--- config.mk ---
export PLATFORM = sky130hd
export DESIGN_NAME = tripod_gait_foot_trajectory_unit
export DESIGN_NICKNAME = d
export VERILOG_FILES = /design/src/hw/rtl/tgf_pkg.sv /design/src/hw/rtl/tgf_mul.sv /design/src/hw/rtl/tgf_div.sv /design/src/hw/rtl/tgf_isqrt.sv /design/src/hw/rtl/tgf_cordic.sv /design/src/hw/rtl/tripod_gait_foot_trajectory_unit.sv
export SDC_FILE = /design/constraint.sdc
export NUM_CORES = 2
export LEC_CHECK = 0
export BUFFER_PORTS_ARGS = -buffer_cell sky130_fd_sc_hd__buf_2
export CORE_ASPECT_RATIO = 0.8
export CORE_MARGIN = 2
export CORE_UTILIZATION = 66
export CTS_BUF_LIST = sky130_fd_sc_hd__clkbuf_16
export CTS_CLUSTER_DIAMETER = 120
export DETAILED_ROUTE_END_ITERATION = 8
export GPL_TIMING_DRIVEN = 0
export PLACE_DENSITY = 0.88
export REMOVE_ABC_BUFFERS = 1
export SETUP_SLACK_MARGIN = 0.5
export SYNTH_ARGS = -nofsm -noshare
export SYNTH_HDL_FRONTEND = slang
export SYNTH_SLANG_ARGS = --single-unit
--- constraint.sdc ---
create_clock -name clock -period 17 [get_ports clock]
set_clock_uncertainty 0.15 [all_clocks]
set_input_delay 5.1 -clock clock [delete_from_list [all_inputs] [get_ports clock]]
set_output_delay 5.1 -clock clock [all_outputs]
set_load 0.01 [all_outputs]
--- src/hw/rtl/tgf_pkg.sv ---
// Shared types, widths, constants and helper functions of the tripod gait foot trajectory unit.
// No dependencies; every other file imports this package.
`default_nettype none

package tgf_pkg;

   localparam int LEG_COUNT    = 6;
   localparam int MUL_A_W      = 36;
   localparam int MUL_B_W      = 18;
   localparam int MUL_P_W      = MUL_A_W + MUL_B_W;
   localparam int STEP_MIN     = 8;
   localparam int STEP_MAX     = 100;
   localparam int CORDIC_STEPS = 14;
   localparam int CORDIC_W     = 25;
   localparam int CORDIC_GAIN  = 2547003;
   localparam int INV_PI_Q16   = 20861;
   localparam int FWD_FRACTION = 4915;
   localparam int DIV_STEPS    = 16;

   localparam logic [2:0] REG_STEPS      = 3'd0;
   localparam logic [2:0] REG_MODE       = 3'd1;
   localparam logic [2:0] REG_LIFT       = 3'd2;
   localparam logic [2:0] REG_BEZ_HEIGHT = 3'd3;
   localparam logic [2:0] REG_BEZ_FWD    = 3'd4;

   typedef logic signed [MUL_P_W-1:0] prod_type;
   typedef logic signed [15:0]        pos_type;
   typedef logic signed [17:0]        angle_type;

   function automatic angle_type atan_step(input logic [3:0] idx);
      angle_type r;
      case (idx)
         4'd0:    r = 18'sd8192;
         4'd1:    r = 18'sd4836;
         4'd2:    r = 18'sd2555;
         4'd3:    r = 18'sd1297;
         4'd4:    r = 18'sd651;
         4'd5:    r = 18'sd326;
         4'd6:    r = 18'sd163;
         4'd7:    r = 18'sd81;
         4'd8:    r = 18'sd41;
         4'd9:    r = 18'sd20;
         4'd10:   r = 18'sd10;
         4'd11:   r = 18'sd5;
         4'd12:   r = 18'sd3;
         4'd13:   r = 18'sd1;
         default: r = 18'sd0;
      endcase
      return r;
   endfunction

   // round to nearest, ties toward +infinity
   function automatic prod_type round_shift(input prod_type v, input int n);
      prod_type half;
      half = prod_type'(1) <<< (n - 1);
      return (v + half) >>> n;
   endfunction

   function automatic pos_type sat16(input prod_type v);
      pos_type r;
      if (v > prod_type'(32767)) begin
         r = 16'sh7fff;
      end else if (v < prod_type'(-32768)) begin
         r = 16'sh8000;
      end else begin
         r = v[15:0];
      end
      return r;
   endfunction

endpackage

`default_nettype wire

--- src/hw/rtl/tgf_mul.sv ---
// Shared signed multiplier with a registered product.
// Depends on tgf_pkg for operand widths.
`default_nettype none

module tgf_mul
   import tgf_pkg::*;
(
   input  wire logic                      clock,
   input  wire logic signed [MUL_A_W-1:0] op_a,
   input  wire logic signed [MUL_B_W-1:0] op_b,
   output logic signed [MUL_P_W-1:0]      prod
);

   prod_type prod_ff;

   always_ff @(posedge clock) begin
      prod_ff <= op_a * op_b;
   end

   assign prod = prod_ff;

endmodule

`default_nettype wire

--- src/hw/rtl/tgf_div.sv ---
// Restoring divider for the phase angle: floor(val * 2^16 / den), one quotient bit a cycle.
// Depends on tgf_pkg for the step count.
`default_nettype none

module tgf_div
   import tgf_pkg::*;
(
   input  wire logic        clock,
   input  wire logic        reset,
   input  wire logic        start,
   input  wire logic [6:0]  val,
   input  wire logic [6:0]  den,
   output logic             busy,
   output logic [15:0]      quot
);

   logic        busy_ff, busy_in;
   logic [6:0]  rem_ff, rem_in;
   logic [6:0]  den_ff, den_in;
   logic [15:0] quot_ff, quot_in;
   logic [3:0]  cnt_ff, cnt_in;
   logic [7:0]  rem2;

   always_comb begin
      busy_in = busy_ff;
      rem_in  = rem_ff;
      den_in  = den_ff;
      quot_in = quot_ff;
      cnt_in  = cnt_ff;
      rem2    = {rem_ff, 1'b0};
      if (start) begin
         busy_in = 1'b1;
         rem_in  = val;
         den_in  = den;
         quot_in = '0;
         cnt_in  = '0;
      end else if (busy_ff) begin
         if (rem2 >= {1'b0, den_ff}) begin
            rem_in  = 7'(rem2 - {1'b0, den_ff});
            quot_in = {quot_ff[14:0], 1'b1};
         end else begin
            rem_in  = rem2[6:0];
            quot_in = {quot_ff[14:0], 1'b0};
         end
         cnt_in = cnt_ff + 4'd1;
         if (cnt_ff == 4'(DIV_STEPS - 1)) begin
            busy_in = 1'b0;
         end
      end
   end

   always_ff @(posedge clock) begin
      if (reset) begin
         busy_ff <= 1'b0;
         cnt_ff  <= '0;
      end else begin
         busy_ff <= busy_in;
         cnt_ff  <= cnt_in;
      end
      rem_ff  <= rem_in;
      den_ff  <= den_in;
      quot_ff <= quot_in;
   end

   assign busy = busy_ff;
   assign quot = quot_ff;

endmodule

`default_nettype wire

--- src/hw/rtl/tgf_isqrt.sv ---
// Integer square root of a 32-bit value, two radicand bits a cycle.
// Depends on tgf_pkg (import only).
`default_nettype none

module tgf_isqrt
   import tgf_pkg::*;
(
   input  wire logic        clock,
   input  wire logic        reset,
   input  wire logic        start,
   input  wire logic [31:0] radicand,
   output logic             busy,
   output logic [15:0]      root
);

   logic        busy_ff, busy_in;
   logic [31:0] v_ff, v_in;
   logic [31:0] res_ff, res_in;
   logic [31:0] bit_ff, bit_in;
   logic [31:0] trial;

   always_comb begin
      busy_in = busy_ff;
      v_in    = v_ff;
      res_in  = res_ff;
      bit_in  = bit_ff;
      trial   = res_ff + bit_ff;
      if (start) begin
         busy_in = 1'b1;
         v_in    = radicand;
         res_in  = '0;
         bit_in  = 32'h4000_0000;
      end else if (busy_ff) begin
         if (v_ff >= trial) begin
            v_in   = v_ff - trial;
            res_in = (res_ff >> 1) + bit_ff;
         end else begin
            res_in = res_ff >> 1;
         end
         bit_in = bit_ff >> 2;
         if (bit_ff == 32'd1) begin
            busy_in = 1'b0;
         end
      end
   end

   always_ff @(posedge clock) begin
      if (reset) begin
         busy_ff <= 1'b0;
      end else begin
         busy_ff <= busy_in;
      end
      v_ff   <= v_in;
      res_ff <= res_in;
      bit_ff <= bit_in;
   end

   assign busy = busy_ff;
   assign root = res_ff[15:0];

endmodule

`default_nettype wire

--- src/hw/rtl/tgf_cordic.sv ---
// Rotation-mode CORDIC, one micro-rotation a cycle, giving Q14 sine and cosine of a Q0.16 turn.
// Depends on tgf_pkg for the angle table and rounding.
`default_nettype none

module tgf_cordic
   import tgf_pkg::*;
(
   input  wire logic               clock,
   input  wire logic               reset,
   input  wire logic               start,
   input  wire logic [15:0]        angle,
   output logic                    busy,
   output logic signed [16:0]      sin_q14,
   output logic signed [16:0]      cos_q14
);

   logic                       busy_ff, busy_in;
   logic                       flip_ff, flip_in;
   logic signed [CORDIC_W-1:0] x_ff, x_in, y_ff, y_in, xs, ys;
   angle_type                  z_ff, z_in;
   logic [3:0]                 i_ff, i_in;
   logic [15:0]                a_fold;
   logic                       flip_now;
   prod_type                   x_r, y_r;

   always_comb begin
      busy_in  = busy_ff;
      flip_in  = flip_ff;
      x_in     = x_ff;
      y_in     = y_ff;
      z_in     = z_ff;
      i_in     = i_ff;
      xs       = x_ff >>> i_ff;
      ys       = y_ff >>> i_ff;
      flip_now = (angle >= 16'd16384) && (angle < 16'd49152);
      a_fold   = flip_now ? angle + 16'h8000 : angle;
      if (start) begin
         busy_in = 1'b1;
         flip_in = flip_now;
         x_in    = CORDIC_W'(CORDIC_GAIN);
         y_in    = '0;
         z_in    = 18'($signed(a_fold));
         i_in    = '0;
      end else if (busy_ff) begin
         if (z_ff >= 0) begin
            x_in = x_ff - ys;
            y_in = y_ff + xs;
            z_in = z_ff - atan_step(i_ff);
         end else begin
            x_in = x_ff + ys;
            y_in = y_ff - xs;
            z_in = z_ff + atan_step(i_ff);
         end
         i_in = i_ff + 4'd1;
         if (i_ff == 4'(CORDIC_STEPS - 1)) begin
            busy_in = 1'b0;
         end
      end
   end

   always_ff @(posedge clock) begin
      if (reset) begin
         busy_ff <= 1'b0;
         i_ff    <= '0;
      end else begin
         busy_ff <= busy_in;
         i_ff    <= i_in;
      end
      flip_ff <= flip_in;
      x_ff    <= x_in;
      y_ff    <= y_in;
      z_ff    <= z_in;
   end

   assign x_r     = round_shift(MUL_P_W'(x_ff), 8);
   assign y_r     = round_shift(MUL_P_W'(y_ff), 8);
   assign busy    = busy_ff;
   assign cos_q14 = flip_ff ? -x_r[16:0] : x_r[16:0];
   assign sin_q14 = flip_ff ? -y_r[16:0] : y_r[16:0];

endmodule

`default_nettype wire

--- src/hw/rtl/tripod_gait_foot_trajectory_unit.sv ---
// Tripod gait foot trajectory unit: one tick in, six foot targets out (legs 0..5).
// Each tick: setup with the 16-step square root, then for each leg the 16-step angle
// divider followed by the 14-step CORDIC (mode 0), or in mode 1 the Bezier product
// chain (swing) or linear product (stance) on the shared multiplier; one tick at a time.
// Synchronous active-high reset: counter 0, registers 24, 0, 0, 4915, 3277.
`default_nettype none

module tripod_gait_foot_trajectory_unit
   import tgf_pkg::*;
(
   input  wire logic        clock,
   input  wire logic        reset,
   input  wire logic        req_tvalid,
   output logic             req_tready,
   input  wire logic [31:0] req_tdata,   // travel_x[14:0], travel_y[29:15], zero fill
   output logic             rsp_tvalid,
   input  wire logic        rsp_tready,
   output logic [47:0]      rsp_tdata,   // foot_x[15:0], foot_y[31:16], foot_z[47:32]
   output logic [2:0]       rsp_tuser,   // leg[2:0]
   output logic             rsp_tlast,   // last_leg
   input  wire logic        csr_psel,
   input  wire logic        csr_penable,
   input  wire logic        csr_pwrite,
   input  wire logic [4:0]  csr_paddr,
   input  wire logic [31:0] csr_pwdata,
   output logic [31:0]      csr_prdata,
   output logic             csr_pready
);

   localparam logic [5:0] S_IDLE = 6'd0;
   localparam logic [5:0] S_SQ0  = 6'd1;
   localparam logic [5:0] S_SQ1  = 6'd2;
   localparam logic [5:0] S_SQ2  = 6'd3;
   localparam logic [5:0] S_CH   = 6'd4;
   localparam logic [5:0] S_SQW  = 6'd5;
   localparam logic [5:0] S_OFF0 = 6'd6;
   localparam logic [5:0] S_OFF1 = 6'd7;
   localparam logic [5:0] S_LEG  = 6'd8;
   localparam logic [5:0] S_DIVW = 6'd9;
   localparam logic [5:0] S_CW   = 6'd10;
   localparam logic [5:0] S_C1   = 6'd11;
   localparam logic [5:0] S_C2   = 6'd12;
   localparam logic [5:0] S_C3   = 6'd13;
   localparam logic [5:0] S_C4   = 6'd14;
   localparam logic [5:0] S_L1   = 6'd15;
   localparam logic [5:0] S_L2   = 6'd16;
   localparam logic [5:0] S_L3   = 6'd17;
   localparam logic [5:0] S_B0   = 6'd18;
   localparam logic [5:0] S_B1   = 6'd19;
   localparam logic [5:0] S_B2   = 6'd20;
   localparam logic [5:0] S_B3   = 6'd21;
   localparam logic [5:0] S_B4   = 6'd22;
   localparam logic [5:0] S_B5   = 6'd23;
   localparam logic [5:0] S_B6   = 6'd24;
   localparam logic [5:0] S_B7   = 6'd25;
   localparam logic [5:0] S_B8   = 6'd26;
   localparam logic [5:0] S_B9   = 6'd27;
   localparam logic [5:0] S_B10  = 6'd28;
   localparam logic [5:0] S_B11  = 6'd29;
   localparam logic [5:0] S_B12  = 6'd30;
   localparam logic [5:0] S_B13  = 6'd31;
   localparam logic [5:0] S_B14  = 6'd32;
   localparam logic [5:0] S_B15  = 6'd33;
   localparam logic [5:0] S_B16  = 6'd34;
   localparam logic [5:0] S_OUT  = 6'd35;

   // configuration
   logic [6:0]  steps_ff;
   logic        mode_ff;
   logic [13:0] lift_ff;
   logic [15:0] bhs_ff;
   logic [14:0] bfs_ff;
   logic        csr_wr;

   // sequencer state
   logic [5:0]         state_ff, state_in;
   logic [6:0]         cnt_ff, cnt_in;
   logic [6:0]         total_ff, total_in;
   logic [6:0]         half_ff, half_in;
   logic signed [14:0] tx_ff, tx_in, ty_ff, ty_in;
   logic signed [17:0] ch_ff, ch_in;
   logic signed [16:0] off_ff, off_in;
   logic [2:0]         leg_ff, leg_in;
   logic               swing_ff, swing_in;
   logic [16:0]        ang_ff, ang_in;
   logic signed [17:0] f_ff, f_in;
   logic signed [MUL_A_W-1:0] m2_ff, m2_in;
   logic signed [17:0] b0_ff, b0_in, b1_ff, b1_in, b2_ff, b2_in, b3_ff, b3_in;
   prod_type           acc_ff, acc_in;
   pos_type            fx_ff, fx_in, fy_ff, fy_in, fz_ff, fz_in;

   logic               rsp_valid_ff, rsp_valid_in;
   logic [2:0]         rsp_leg_ff, rsp_leg_in;
   logic               rsp_last_ff, rsp_last_in;
   pos_type            rsp_x_ff, rsp_x_in, rsp_y_ff, rsp_y_in, rsp_z_ff, rsp_z_in;

   // shared units
   logic signed [MUL_A_W-1:0] mul_a;
   logic signed [MUL_B_W-1:0] mul_b;
   prod_type                  prod;
   logic                      div_start, div_busy;
   logic [6:0]                div_val;
   logic [15:0]               div_quot;
   logic                      sqrt_start, sqrt_busy;
   logic [15:0]               sqrt_root;
   logic                      cor_start, cor_busy;
   logic signed [16:0]        cor_sin, cor_cos;

   // combinational helpers
   logic               req_fire;
   logic [6:0]         total_eff, cnt_inc, leg_start;
   logic [7:0]         d_wide, twice;
   logic [6:0]         d_val;
   logic               swing_now;
   logic [16:0]        mt;
   prod_type           sumsq, rnd_tmp, sq_w, f_w, acc_sum;

   tgf_mul u_mul (
      .clock (clock),
      .op_a  (mul_a),
      .op_b  (mul_b),
      .prod  (prod)
   );

   tgf_div u_div (
      .clock (clock),
      .reset (reset),
      .start (div_start),
      .val   (div_val),
      .den   (total_ff),
      .busy  (div_busy),
      .quot  (div_quot)
   );

   tgf_isqrt u_isqrt (
      .clock    (clock),
      .reset    (reset),
      .start    (sqrt_start),
      .radicand (sumsq[31:0]),
      .busy     (sqrt_busy),
      .root     (sqrt_root)
   );

   tgf_cordic u_cordic (
      .clock   (clock),
      .reset   (reset),
      .start   (cor_start),
      .angle   (div_quot),
      .busy    (cor_busy),
      .sin_q14 (cor_sin),
      .cos_q14 (cor_cos)
   );

   assign csr_wr     = csr_psel && csr_penable && csr_pwrite && csr_pready;
   assign csr_pready = 1'b1;

   always_ff @(posedge clock) begin
      if (reset) begin
         steps_ff <= 7'd24;
         mode_ff  <= 1'b0;
         lift_ff  <= '0;
         bhs_ff   <= 16'd4915;
         bfs_ff   <= 15'd3277;
      end else if (csr_wr) begin
         case (csr_paddr[4:2])
            REG_STEPS:      steps_ff <= csr_pwdata[6:0];
            REG_MODE:       mode_ff  <= csr_pwdata[0];
            REG_LIFT:       lift_ff  <= csr_pwdata[13:0];
            REG_BEZ_HEIGHT: bhs_ff   <= csr_pwdata[15:0];
            REG_BEZ_FWD:    bfs_ff   <= csr_pwdata[14:0];
            default: begin
            end
         endcase
      end
   end

   always_comb begin
      case (csr_paddr[4:2])
         REG_STEPS:      csr_prdata = {25'd0, steps_ff};
         REG_MODE:       csr_prdata = {31'd0, mode_ff};
         REG_LIFT:       csr_prdata = {18'd0, lift_ff};
         REG_BEZ_HEIGHT: csr_prdata = {16'd0, bhs_ff};
         REG_BEZ_FWD:    csr_prdata = {17'd0, bfs_ff};
         default:        csr_prdata = '0;
      endcase
   end

   assign req_tready = (state_ff == S_IDLE);
   assign req_fire   = req_tvalid && req_tready;

   always_comb begin
      if (steps_ff < 7'(STEP_MIN)) begin
         total_eff = 7'(STEP_MIN);
      end else if (steps_ff > 7'(STEP_MAX)) begin
         total_eff = 7'(STEP_MAX);
      end else begin
         total_eff = steps_ff;
      end
      cnt_inc   = cnt_ff + 7'd1;
      leg_start = (leg_ff < 3'(LEG_COUNT / 2)) ? 7'd0 : half_ff;
      if (cnt_ff >= leg_start) begin
         d_wide = {1'b0, cnt_ff} - {1'b0, leg_start};
      end else begin
         d_wide = {1'b0, cnt_ff} + {1'b0, total_ff} - {1'b0, leg_start};
      end
      d_val     = d_wide[6:0];
      twice     = {d_val, 1'b0};
      swing_now = twice < {1'b0, total_ff};
      mt        = 17'h10000 - ang_ff;
      sumsq     = acc_ff + prod;
      acc_sum   = acc_ff + prod;
   end

   // operand selection for the shared multiplier
   always_comb begin
      mul_a = '0;
      mul_b = '0;
      case (state_ff)
         S_SQ0: begin
            mul_a = MUL_A_W'(tx_ff);
            mul_b = MUL_B_W'(tx_ff);
         end
         S_SQ1: begin
            mul_a = MUL_A_W'(ty_ff);
            mul_b = MUL_B_W'(ty_ff);
         end
         S_SQ2: begin
            mul_a = MUL_A_W'(bhs_ff);
            mul_b = MUL_B_W'(lift_ff);
         end
         S_SQW: begin
            mul_a = MUL_A_W'(bfs_ff);
            mul_b = MUL_B_W'(sqrt_root);
         end
         S_OFF0: begin
            mul_a = prod[MUL_A_W-1:0];
            mul_b = MUL_B_W'(FWD_FRACTION);
         end
         S_CW: begin
            mul_a = MUL_A_W'(cor_sin);
            mul_b = MUL_B_W'(INV_PI_Q16);
         end
         S_C1, S_L1: begin
            mul_a = MUL_A_W'(tx_ff);
            mul_b = f_in;
         end
         S_C2, S_L2: begin
            mul_a = MUL_A_W'(ty_ff);
            mul_b = f_ff;
         end
         S_C3: begin
            mul_a = MUL_A_W'(lift_ff);
            mul_b = 18'sd16384 - MUL_B_W'(cor_cos);
         end
         S_B0: begin
            mul_a = MUL_A_W'(mt);
            mul_b = MUL_B_W'(mt);
         end
         S_B1: begin
            mul_a = prod[MUL_A_W-1:0];
            mul_b = MUL_B_W'(mt);
         end
         S_B2: begin
            mul_a = m2_ff;
            mul_b = MUL_B_W'(ang_ff);
         end
         S_B3: begin
            mul_a = MUL_A_W'(mt);
            mul_b = MUL_B_W'(ang_ff);
         end
         S_B4, S_B6: begin
            mul_a = prod[MUL_A_W-1:0];
            mul_b = MUL_B_W'(ang_ff);
         end
         S_B5: begin
            mul_a = MUL_A_W'(ang_ff);
            mul_b = MUL_B_W'(ang_ff);
         end
         S_B7: begin
            mul_a = -MUL_A_W'(tx_ff);
            mul_b = b0_ff;
         end
         S_B8: begin
            mul_a = MUL_A_W'(off_ff) - MUL_A_W'(tx_ff);
            mul_b = b1_ff;
         end
         S_B9: begin
            mul_a = MUL_A_W'(tx_ff) - MUL_A_W'(off_ff);
            mul_b = b2_ff;
         end
         S_B10: begin
            mul_a = MUL_A_W'(tx_ff);
            mul_b = b3_ff;
         end
         S_B11: begin
            mul_a = -MUL_A_W'(ty_ff);
            mul_b = b0_ff;
         end
         S_B12: begin
            mul_a = -MUL_A_W'(ty_ff);
            mul_b = b1_ff;
         end
         S_B13: begin
            mul_a = MUL_A_W'(ty_ff);
            mul_b = b2_ff;
         end
         S_B14: begin
            mul_a = MUL_A_W'(ty_ff);
            mul_b = b3_ff;
         end
         S_B15: begin
            mul_a = MUL_A_W'(ch_ff);
            mul_b = b1_ff + b2_ff;
         end
         default: begin
         end
      endcase
   end

   always_comb begin
      state_in     = state_ff;
      cnt_in       = cnt_ff;
      total_in     = total_ff;
      half_in      = half_ff;
      tx_in        = tx_ff;
      ty_in        = ty_ff;
      ch_in        = ch_ff;
      off_in       = off_ff;
      leg_in       = leg_ff;
      swing_in     = swing_ff;
      ang_in       = ang_ff;
      f_in         = f_ff;
      m2_in        = m2_ff;
      b0_in        = b0_ff;
      b1_in        = b1_ff;
      b2_in        = b2_ff;
      b3_in        = b3_ff;
      acc_in       = acc_ff;
      fx_in        = fx_ff;
      fy_in        = fy_ff;
      fz_in        = fz_ff;
      rsp_valid_in = rsp_valid_ff;
      rsp_leg_in   = rsp_leg_ff;
      rsp_last_in  = rsp_last_ff;
      rsp_x_in     = rsp_x_ff;
      rsp_y_in     = rsp_y_ff;
      rsp_z_in     = rsp_z_ff;
      div_start    = 1'b0;
      div_val      = swing_now ? twice[6:0] : 7'(twice - {1'b0, total_ff});
      sqrt_start   = 1'b0;
      cor_start    = 1'b0;
      rnd_tmp      = '0;
      sq_w         = '0;
      f_w          = '0;

      if (rsp_valid_ff && rsp_tready) begin
         rsp_valid_in = 1'b0;
      end

      case (state_ff)
         S_IDLE: begin
            if (req_fire) begin
               tx_in    = req_tdata[14:0];
               ty_in    = req_tdata[29:15];
               total_in = total_eff;
               half_in  = total_eff >> 1;
               cnt_in   = (cnt_inc >= total_eff) ? 7'd0 : cnt_inc;
               state_in = S_SQ0;
            end
         end
         S_SQ0: state_in = S_SQ1;
         S_SQ1: begin
            acc_in   = prod;
            state_in = S_SQ2;
         end
         S_SQ2: begin
            sqrt_start = 1'b1;
            state_in   = S_CH;
         end
         S_CH: begin
            rnd_tmp  = round_shift(prod, 14);
            ch_in    = rnd_tmp[17:0];
            state_in = S_SQW;
         end
         S_SQW: begin
            if (!sqrt_busy) begin
               state_in = S_OFF0;
            end
         end
         S_OFF0: state_in = S_OFF1;
         S_OFF1: begin
            rnd_tmp  = round_shift(prod, 28);
            off_in   = rnd_tmp[16:0];
            leg_in   = '0;
            state_in = S_LEG;
         end
         S_LEG: begin
            swing_in  = swing_now;
            div_start = 1'b1;
            state_in  = S_DIVW;
         end
         S_DIVW: begin
            if (!div_busy) begin
               ang_in = {1'b0, div_quot};
               if (!mode_ff) begin
                  cor_start = 1'b1;
                  state_in  = S_CW;
               end else if (swing_ff) begin
                  state_in = S_B0;
               end else begin
                  state_in = S_L1;
               end
            end
         end
         S_CW: begin
            if (!cor_busy) begin
               state_in = S_C1;
            end
         end
         S_C1: begin
            sq_w     = prod_type'({ang_ff, 1'b0}) - round_shift(prod, 14);
            f_w      = swing_ff ? sq_w - prod_type'(65536) : prod_type'(65536) - sq_w;
            f_in     = f_w[17:0];
            state_in = S_C2;
         end
         S_C2, S_L2: begin
            fx_in    = sat16(round_shift(prod, 16));
            state_in = (state_ff == S_C2) ? S_C3 : S_L3;
         end
         S_C3: begin
            fy_in    = sat16(round_shift(prod, 16));
            state_in = S_C4;
         end
         S_C4: begin
            fz_in    = swing_ff ? sat16(-round_shift(prod, 15)) : 16'sd0;
            state_in = S_OUT;
         end
         S_L1: begin
            f_w      = prod_type'(65536) - prod_type'({ang_ff, 1'b0});
            f_in     = f_w[17:0];
            state_in = S_L2;
         end
         S_L3: begin
            fy_in    = sat16(round_shift(prod, 16));
            fz_in    = 16'sd0;
            state_in = S_OUT;
         end
         S_B0: state_in = S_B1;
         S_B1: begin
            m2_in    = prod[MUL_A_W-1:0];
            state_in = S_B2;
         end
         S_B2: begin
            rnd_tmp  = round_shift(prod, 32);
            b0_in    = rnd_tmp[17:0];
            state_in = S_B3;
         end
         S_B3: begin
            rnd_tmp  = round_shift(prod + (prod <<< 1), 32);
            b1_in    = rnd_tmp[17:0];
            state_in = S_B4;
         end
         S_B4: state_in = S_B5;
         S_B5: begin
            rnd_tmp  = round_shift(prod + (prod <<< 1), 32);
            b2_in    = rnd_tmp[17:0];
            state_in = S_B6;
         end
         S_B6: state_in = S_B7;
         S_B7: begin
            rnd_tmp  = round_shift(prod, 32);
            b3_in    = rnd_tmp[17:0];
            state_in = S_B8;
         end
         S_B8, S_B12: begin
            acc_in   = prod;
            state_in = (state_ff == S_B8) ? S_B9 : S_B13;
         end
         S_B9, S_B10, S_B13, S_B14: begin
            acc_in   = acc_sum;
            state_in = 6'(state_ff + 6'd1);
         end
         S_B11: begin
            fx_in    = sat16(round_shift(acc_sum, 16));
            state_in = S_B12;
         end
         S_B15: begin
            fy_in    = sat16(round_shift(acc_sum, 16));
            state_in = S_B16;
         end
         S_B16: begin
            fz_in    = sat16(round_shift(prod, 16));
            state_in = S_OUT;
         end
         S_OUT: begin
            if (!rsp_valid_ff || rsp_tready) begin
               rsp_valid_in = 1'b1;
               rsp_leg_in   = leg_ff;
               rsp_last_in  = (leg_ff == 3'(LEG_COUNT - 1));
               rsp_x_in     = fx_ff;
               rsp_y_in     = fy_ff;
               rsp_z_in     = fz_ff;
               if (leg_ff == 3'(LEG_COUNT - 1)) begin
                  state_in = S_IDLE;
               end else begin
                  leg_in   = leg_ff + 3'd1;
                  state_in = S_LEG;
               end
            end
         end
         default: state_in = S_IDLE;
      endcase
   end

   always_ff @(posedge clock) begin
      if (reset) begin
         state_ff     <= S_IDLE;
         cnt_ff       <= '0;
         leg_ff       <= '0;
         rsp_valid_ff <= 1'b0;
      end else begin
         state_ff     <= state_in;
         cnt_ff       <= cnt_in;
         leg_ff       <= leg_in;
         rsp_valid_ff <= rsp_valid_in;
      end
      total_ff    <= total_in;
      half_ff     <= half_in;
      tx_ff       <= tx_in;
      ty_ff       <= ty_in;
      ch_ff       <= ch_in;
      off_ff      <= off_in;
      swing_ff    <= swing_in;
      ang_ff      <= ang_in;
      f_ff        <= f_in;
      m2_ff       <= m2_in;
      b0_ff       <= b0_in;
      b1_ff       <= b1_in;
      b2_ff       <= b2_in;
      b3_ff       <= b3_in;
      acc_ff      <= acc_in;
      fx_ff       <= fx_in;
      fy_ff       <= fy_in;
      fz_ff       <= fz_in;
      rsp_leg_ff  <= rsp_leg_in;
      rsp_last_ff <= rsp_last_in;
      rsp_x_ff    <= rsp_x_in;
      rsp_y_ff    <= rsp_y_in;
      rsp_z_ff    <= rsp_z_in;
   end

   assign rsp_tvalid = rsp_valid_ff;
   assign rsp_tdata  = {rsp_z_ff, rsp_y_ff, rsp_x_ff};
   assign rsp_tuser  = rsp_leg_ff;
   assign rsp_tlast  = rsp_last_ff;

endmodule

`default_nettype wire

### After elaboration in Yosys (flattened, before gate mapping)

Memory sizes are Yosys's and may differ from the RTL's. A register that Yosys moved wholly into a read port is not among the register bits.
Cells that the tools add are included.

* add/subtract/negate cells: 45
* multipliers: 1
* order comparisons: 17
* eq/ne operators: 49
* shift operators: 2
* mux-type cells: 79
* bitwise operators: 1
* reductions and logical operators: 48

Operators by type and width (count)
* case mux 36 bit (15 select lines): 1
* case mux 18 bit (16 select lines): 1
* 2-to-1 mux 18 bit: 10
* case mux 6 bit (29 select lines): 1
* 2-to-1 mux 16 bit: 8
* 2-to-1 mux 32 bit: 4
* adder 54 x 17 -> 54 bit, second input constant: 2
* case mux 54 bit (2 select lines): 1
* adder 50 x 33 -> 50 bit, second input constant: 2
* == test 6 x 5 -> 1 bit, second input constant: 16
* case mux 16 bit (5 select lines): 1
* greater-than comparator 38 x 16 -> 1 bit, second input constant: 2
* less-than comparator 38 x 16 -> 1 bit, second input constant: 2
* negator 15 -> 36 bit: 2
* case mux 16 bit (2 select lines): 2
* 2-to-1 mux 7 bit: 8
* adder 54 x 16 -> 54 bit, second input constant: 1
* adder 54 bit: 1
* greater-than comparator 54 x 16 -> 1 bit, second input constant: 1
* less-than comparator 54 x 16 -> 1 bit, second input constant: 1
* multiplier 36 x 18 -> 54 bit: 1
* negator 39 -> 54 bit: 1
* adder 25 bit: 2
* adder 25 x 9 -> 25 bit, second input constant: 2
* other kinds (74): 169

* bits in registers: 689
* memory bits (read-only): 448
* bits of input ports: 76
* output and inout bits: 87
* memories kept: 2

Memory list
* (no name shown): words 16, width 14, rd ports 1, clocked after memory_dff 1, wr ports 0, line tgf_pkg.sv:32 `case (idx)`
* (no name shown): words 16, width 14, rd ports 1, clocked after memory_dff 1, wr ports 0, line tgf_pkg.sv:32

### Logic depth before layout (Yosys ltp)

* word-level depth: 8
* depth in mapped cells: 50
* mapped depth without buffers: 47

### Cells and area by module

Synthesis repeated with hierarchy kept, for this count alone.

* cell total of the unflattened synthesis: 9261
* area total of the unflattened synthesis: 80181.9 µm²

By module, submodules not included
* tripod_gait_foot_trajectory_unit: times used 1, cells each 4097, area each 35729.3 µm²
* tgf_mul: times used 1, cells each 2638, area each 23537.6 µm²
* tgf_cordic: times used 1, cells each 1529, area each 12182.9 µm²
* tgf_isqrt: times used 1, cells each 834, area each 6991.7 µm²
* tgf_div: times used 1, cells each 163, area each 1740.4 µm²

### Least setup slack after synthesis

No wires, ideal clock.

* path kind: flip-flop to flip-flop
* start point: reg u_mul.prod_ff[15] (netlist: u_mul.prod[15])
* end point: reg u_mul.prod_ff[53] (netlist: u_mul.prod[53])
* library setup time: 122 ps
* arrival: 11447 ps
* slack: 5281 ps
* stages on the path, launching flop included: 47
* cells stage by stage: dfxtp_1 > ha_1 > clkbuf_1 > nand2_1 > xnor2_1 > inv_1 > ha_1 > nand2b_1 > a21oi_1 > maj3_1 > o2bb2ai_1 > a31oi_1 > o31ai_1 > maj3_1 > maj3_1 > xnor2_1 > and4_1 > a21oi_1 > (+11 left out) > inv_1 > fa_1 > inv_1 > ha_1 > inv_1 > or3_1 > a211oi_1 > o311ai_0 > a21oi_1 > and4_1 > nor3_1 > o41a_1 > a31oi_1 > a41o_1 > o21a_1 > a221oi_1 > o21ai_0 > xnor2_1

* longest elaborated chain between the ends: 7
* elaborated cells on any way between the ends: 9

RTL lines
* start: declaration: line tgf_mul.sv:14 `prod_type prod_ff;`
* start signal: assignment: line tgf_mul.sv:17 `prod_ff <= op_a * op_b;`
* adder 32 x 15 -> 32 bit: line tgf_pkg.sv:56 `return (v + half) >>> n;`
* subtractor 18 bit: line tripod_gait_foot_trajectory_unit.sv:421 `sq_w = prod_type'({ang_ff, 1'b0}) - round_shift(prod, 14);`
* subtractor 18 bit: line tripod_gait_foot_trajectory_unit.sv:422 `f_w = swing_ff ? sq_w - prod_type'(65536) : prod_type'(65536) - sq_w;`
* 2-to-1 mux 18 bit: line tripod_gait_foot_trajectory_unit.sv:422
* case mux 18 bit (2 select lines): line tripod_gait_foot_trajectory_unit.sv:360 `case (state_ff)`
* case mux 18 bit (16 select lines): line tripod_gait_foot_trajectory_unit.sv:218 `case (state_ff)`
* multiplier 36 x 18 -> 54 bit (*): line tgf_mul.sv:17

Every way passes the cells marked *; elsewhere a longest branch is shown, timed or not.
A chain may end at the register's enable or synchronous reset.

### Final worst setup path

* start point: reg u_mul.prod_ff[14] (netlist: u_mul.prod[14])
* end point: reg u_mul.prod_ff[53] (netlist: u_mul.prod[53])

Same word-level chain as after synthesis.

==> run_results.csv <==
group,metric,value,unit
min_path,min_path_type,"reg2reg",
worst_setup_path,crit_path_end_kind,"flop",
yosys,synth_edf_count,416,
place,dp.cells,10200,
run,max_cap_viol_count,2,
final_layout,seqCellArea,18100,um^2
global_routing,grt_use_total,43.5,%
worst_setup_path,start_kind,"flop",
cts,cts_sinks,697,
sta,maxSlewViolCount,1,
final_layout,final_cells,10300,
sta,timing_hold_violations_final,0,
floorplan,row_count,112,
cts,cts_setup_buffers,0,
outcome,violations,"design-rule violations, max-capacitance violations, max-slew violations",
sta,setup_viol,0,
sta,tns,0,ns
floorplan,die_width,386,um
pwr,ir_drop,0.000231,V
sta,relSlewSlack,-1.77,%
routing,route.detailed.wl_per_inst,25.5,um
yosys,yosys.area.top_type,"fa_1",
yosys,yosysMostFrequentCell,"nand2_1",
routing,postRouteAntennaNets,0,
yosys,synthTopCellsByArea,"fa_1 16%, edfxtp_1 16%, ha_1 8.7%",
worst_setup_path,crit_slowest_cell,"or4_2",
global_routing,antenna_found_initial,22,
sta,fin_crit,15.76,ns
yosys,yosysTopAreaCellShare,16.5,%
worst_setup_path,critPathKind,"reg2reg",
routing,via_per_inst,6.80,
global_routing,grt_max_degree,81,
global_routing,grt_pass1_vias,67700,
cts,cts_max_path_buffers,3,
yosys,ys.flop_type,"edfxtp_1",
floorplan,fp.coreArea,116000,um^2
floorplan,boundaryPins,163,
final_layout,multi_input_area,53800,um^2
routing,drc,4,
worst_setup_path,cp_common_cell,"fa_1",
cts,tritoncts,"yes",
cts,cts-root-buf,"clkbuf_16",
pwr,p_leak,35.0,nW
yosys,synth_area,77100,um^2
global_routing,overflow,0,
final_layout,fin_nets,9961,
global_routing,grt_first_pass_wirelength,398,mm
cts,cts_max_level,3,
place,hpwl,201,mm
cts,ctsHoldBuffers,0,
worst_setup_path,cp_max_fo,36,
final_layout,drive_gt1_share,6.08,%
final_layout,area_delta_synth_final,6.10,%
yosys,synth_common_cells,"1142 x nand2_1, 965 x inv_1, 667 x nor2_1, 635 x fa_1, 536 x ha_1",
yosys,syn_inst,8897,
outcome,outcome,"complete, but fails checks",
place,numPortBuffers,125,
sta,period_share,92.7,%
floorplan,start_util,66.3,%
worst_setup_path,cp.required,17.44,ns
cts,path_clk_slew,0.06,ns
sta,max_freq,0.0635,GHz
floorplan,fp.dieH,310,um
routing,num_vias,70300,
yosys,synth.distinct_cells,114,
yosys,synth-seq-cells,697,
routing,drt_wl_total,264,mm
cts,clk_latency,0.73,ns
pwr,p_per_area,216,nW/um^2
routing,drtIter0Drc,10300,
worst_setup_path,slowest_delay,1.19,ns
cts,cts_buffers,79,
yosys,yosysWarnings,0,
routing,drt_pre_antenna_iters,9,
final_layout,nFillCells,8776,
yosys,avgSynthCellArea,8.67,um^2
yosys,ys_seq_area_share,23.5,%
place,gp_congestion,1.08,
sta,grt_setup_unrepaired,"false",
yosys,synth_async_sr_flop_share,0,%
worst_setup_path,crit_arrival,16.20,ns
sta,worst_pin_slew,1.49,ns
floorplan,die_area,120000,um^2
[logic make-up (layout without fill, tap and decap cells)]
group	after synthesis	after routing	share of synthesized area, %
AND/OR/NAND/NOR	2944	2944	17.9
AO/OA/AOI/OAI	1821	1821	15.7
buffers and inverters	1436	1304	7.13
adder cells (fa/ha/maj)	1175	1175	25.2
flip-flops	697	697	23.5
XOR/XNOR	644	644	7.33
multiplexers	178	178	3.21
other	2	35	0.00974
[cell usage in the layout (no fill, tap or decap), drive strengths merged, types with 52 or more instances in the layout]
master  instances
and2          137
fa            635
a211oi         77
edfxtp        416
xnor2         378
nor3          187
and3           93
nand3         192
nand4          85
buf           186
nor4           52
a21o          138
a31oi          92
dfxtp         281
ha            536
nand2b        102
clkbuf         80
a21oi         452
o21bai         58
a22oi          73
or3            58
inv           987
mux4           54
o21ai         378
nor2b          91
o21a           54
nand2        1143
nor2          668
mux2i         113
xor2          266
[layout make-up]
cell class / instances / area share, %
multi-input cells: 6779 / 65.7
inverters: 971 / 4.46
repair buffers: 186 / 2.04
clock buffers: 80 / 2.45
flip-flops and latches: 697 / 22.2
clock inverters: 67 / 0.771
well taps: 1539 / 2.35
diodes: 18 / 0.0551
[registers in the layout, indices dropped and copies added, names as in the netlist, 17 cells and up, named ones only]
| name | cells |
|---|---|
| b1_ff | 18 |
| u_isqrt.res_ff | 32 |
| ch_ff | 18 |
| f_ff | 18 |
| u_isqrt.v_ff | 32 |
| b3_ff | 18 |
| m2_ff | 36 |
| b0_ff | 18 |
| u_cordic.x_ff | 25 |
| u_mul.prod | 54 |
| b2_ff | 18 |
| u_cordic.z_ff | 18 |
| off_ff | 17 |
| acc_ff | 54 |
| u_cordic.y_ff | 25 |
[critical path, delay by kind of cell (launching register included)]
family                   cells  cell delay [ns]
AND/OR/NAND/NOR             10             3.20
XOR/XNOR                     4             1.20
adder cells (fa/ha/maj)      9             4.37
buffers and inverters        5             0.35
AO/OA/AOI/OAI               17             5.19
flip-flops                   1             1.11
[per-layer routing]
layer	wire length [um]	global-route usage (%)
met5	42	0
met4	13500	19.1
met3	40300	15.0
met2	111000	63.4
met1	99300	58.7
[final timing paths]
| path | to | cells after the start | slack, ns | start |
|---|---|---|---|---|
| worst max-delay path | u_mul.prod[53] | 45 | 1.24 | u_mul.prod[14] |
| worst min-delay path | rsp_x_ff[6] | 0 | 0.27 | fx_ff[6] |
| worst max register to register | u_mul.prod[53] | 45 | 1.24 | u_mul.prod[14] |
| worst min register to register | rsp_x_ff[6] | 0 | 0.27 | fx_ff[6] |
[metrics by stage]
step           hold slack (ns)  util [%]  cell area (um^2)  setup WS [ns]  total power [W]
2_1_floorplan            0.250         -             75300           3.84           0.0116
3_3_place_gp             0.254      66.9             77900          -1.89           0.0147
3_5_place_dp             0.255      68.0             79100           1.50           0.0154
4_1_cts                  0.269      70.3             81700           1.47           0.0173
5_1_grt                  0.273      70.3             81800          0.898           0.0189
6_report                 0.269      70.3             81800           1.24           0.0177
[report_power, final]
part	total [W]	switching, W	leakage [nW]	internal (W)
Clock	0.00180	0.000809	1.34	0.000995
Sequential	0.00293	0.000667	6.09	0.00227
Combinational	0.0130	0.00815	27.6	0.00481
[repair_timing]
| action | in CTS | in global routing |
|---|---|---|
| gates resized for setup | 0 | 1 |
| endpoints found under the hold margin | 0 | 0 |
| setup endpoints to repair | 0 | 1 |
Note: power is estimated with default switching activity, not from simulation.
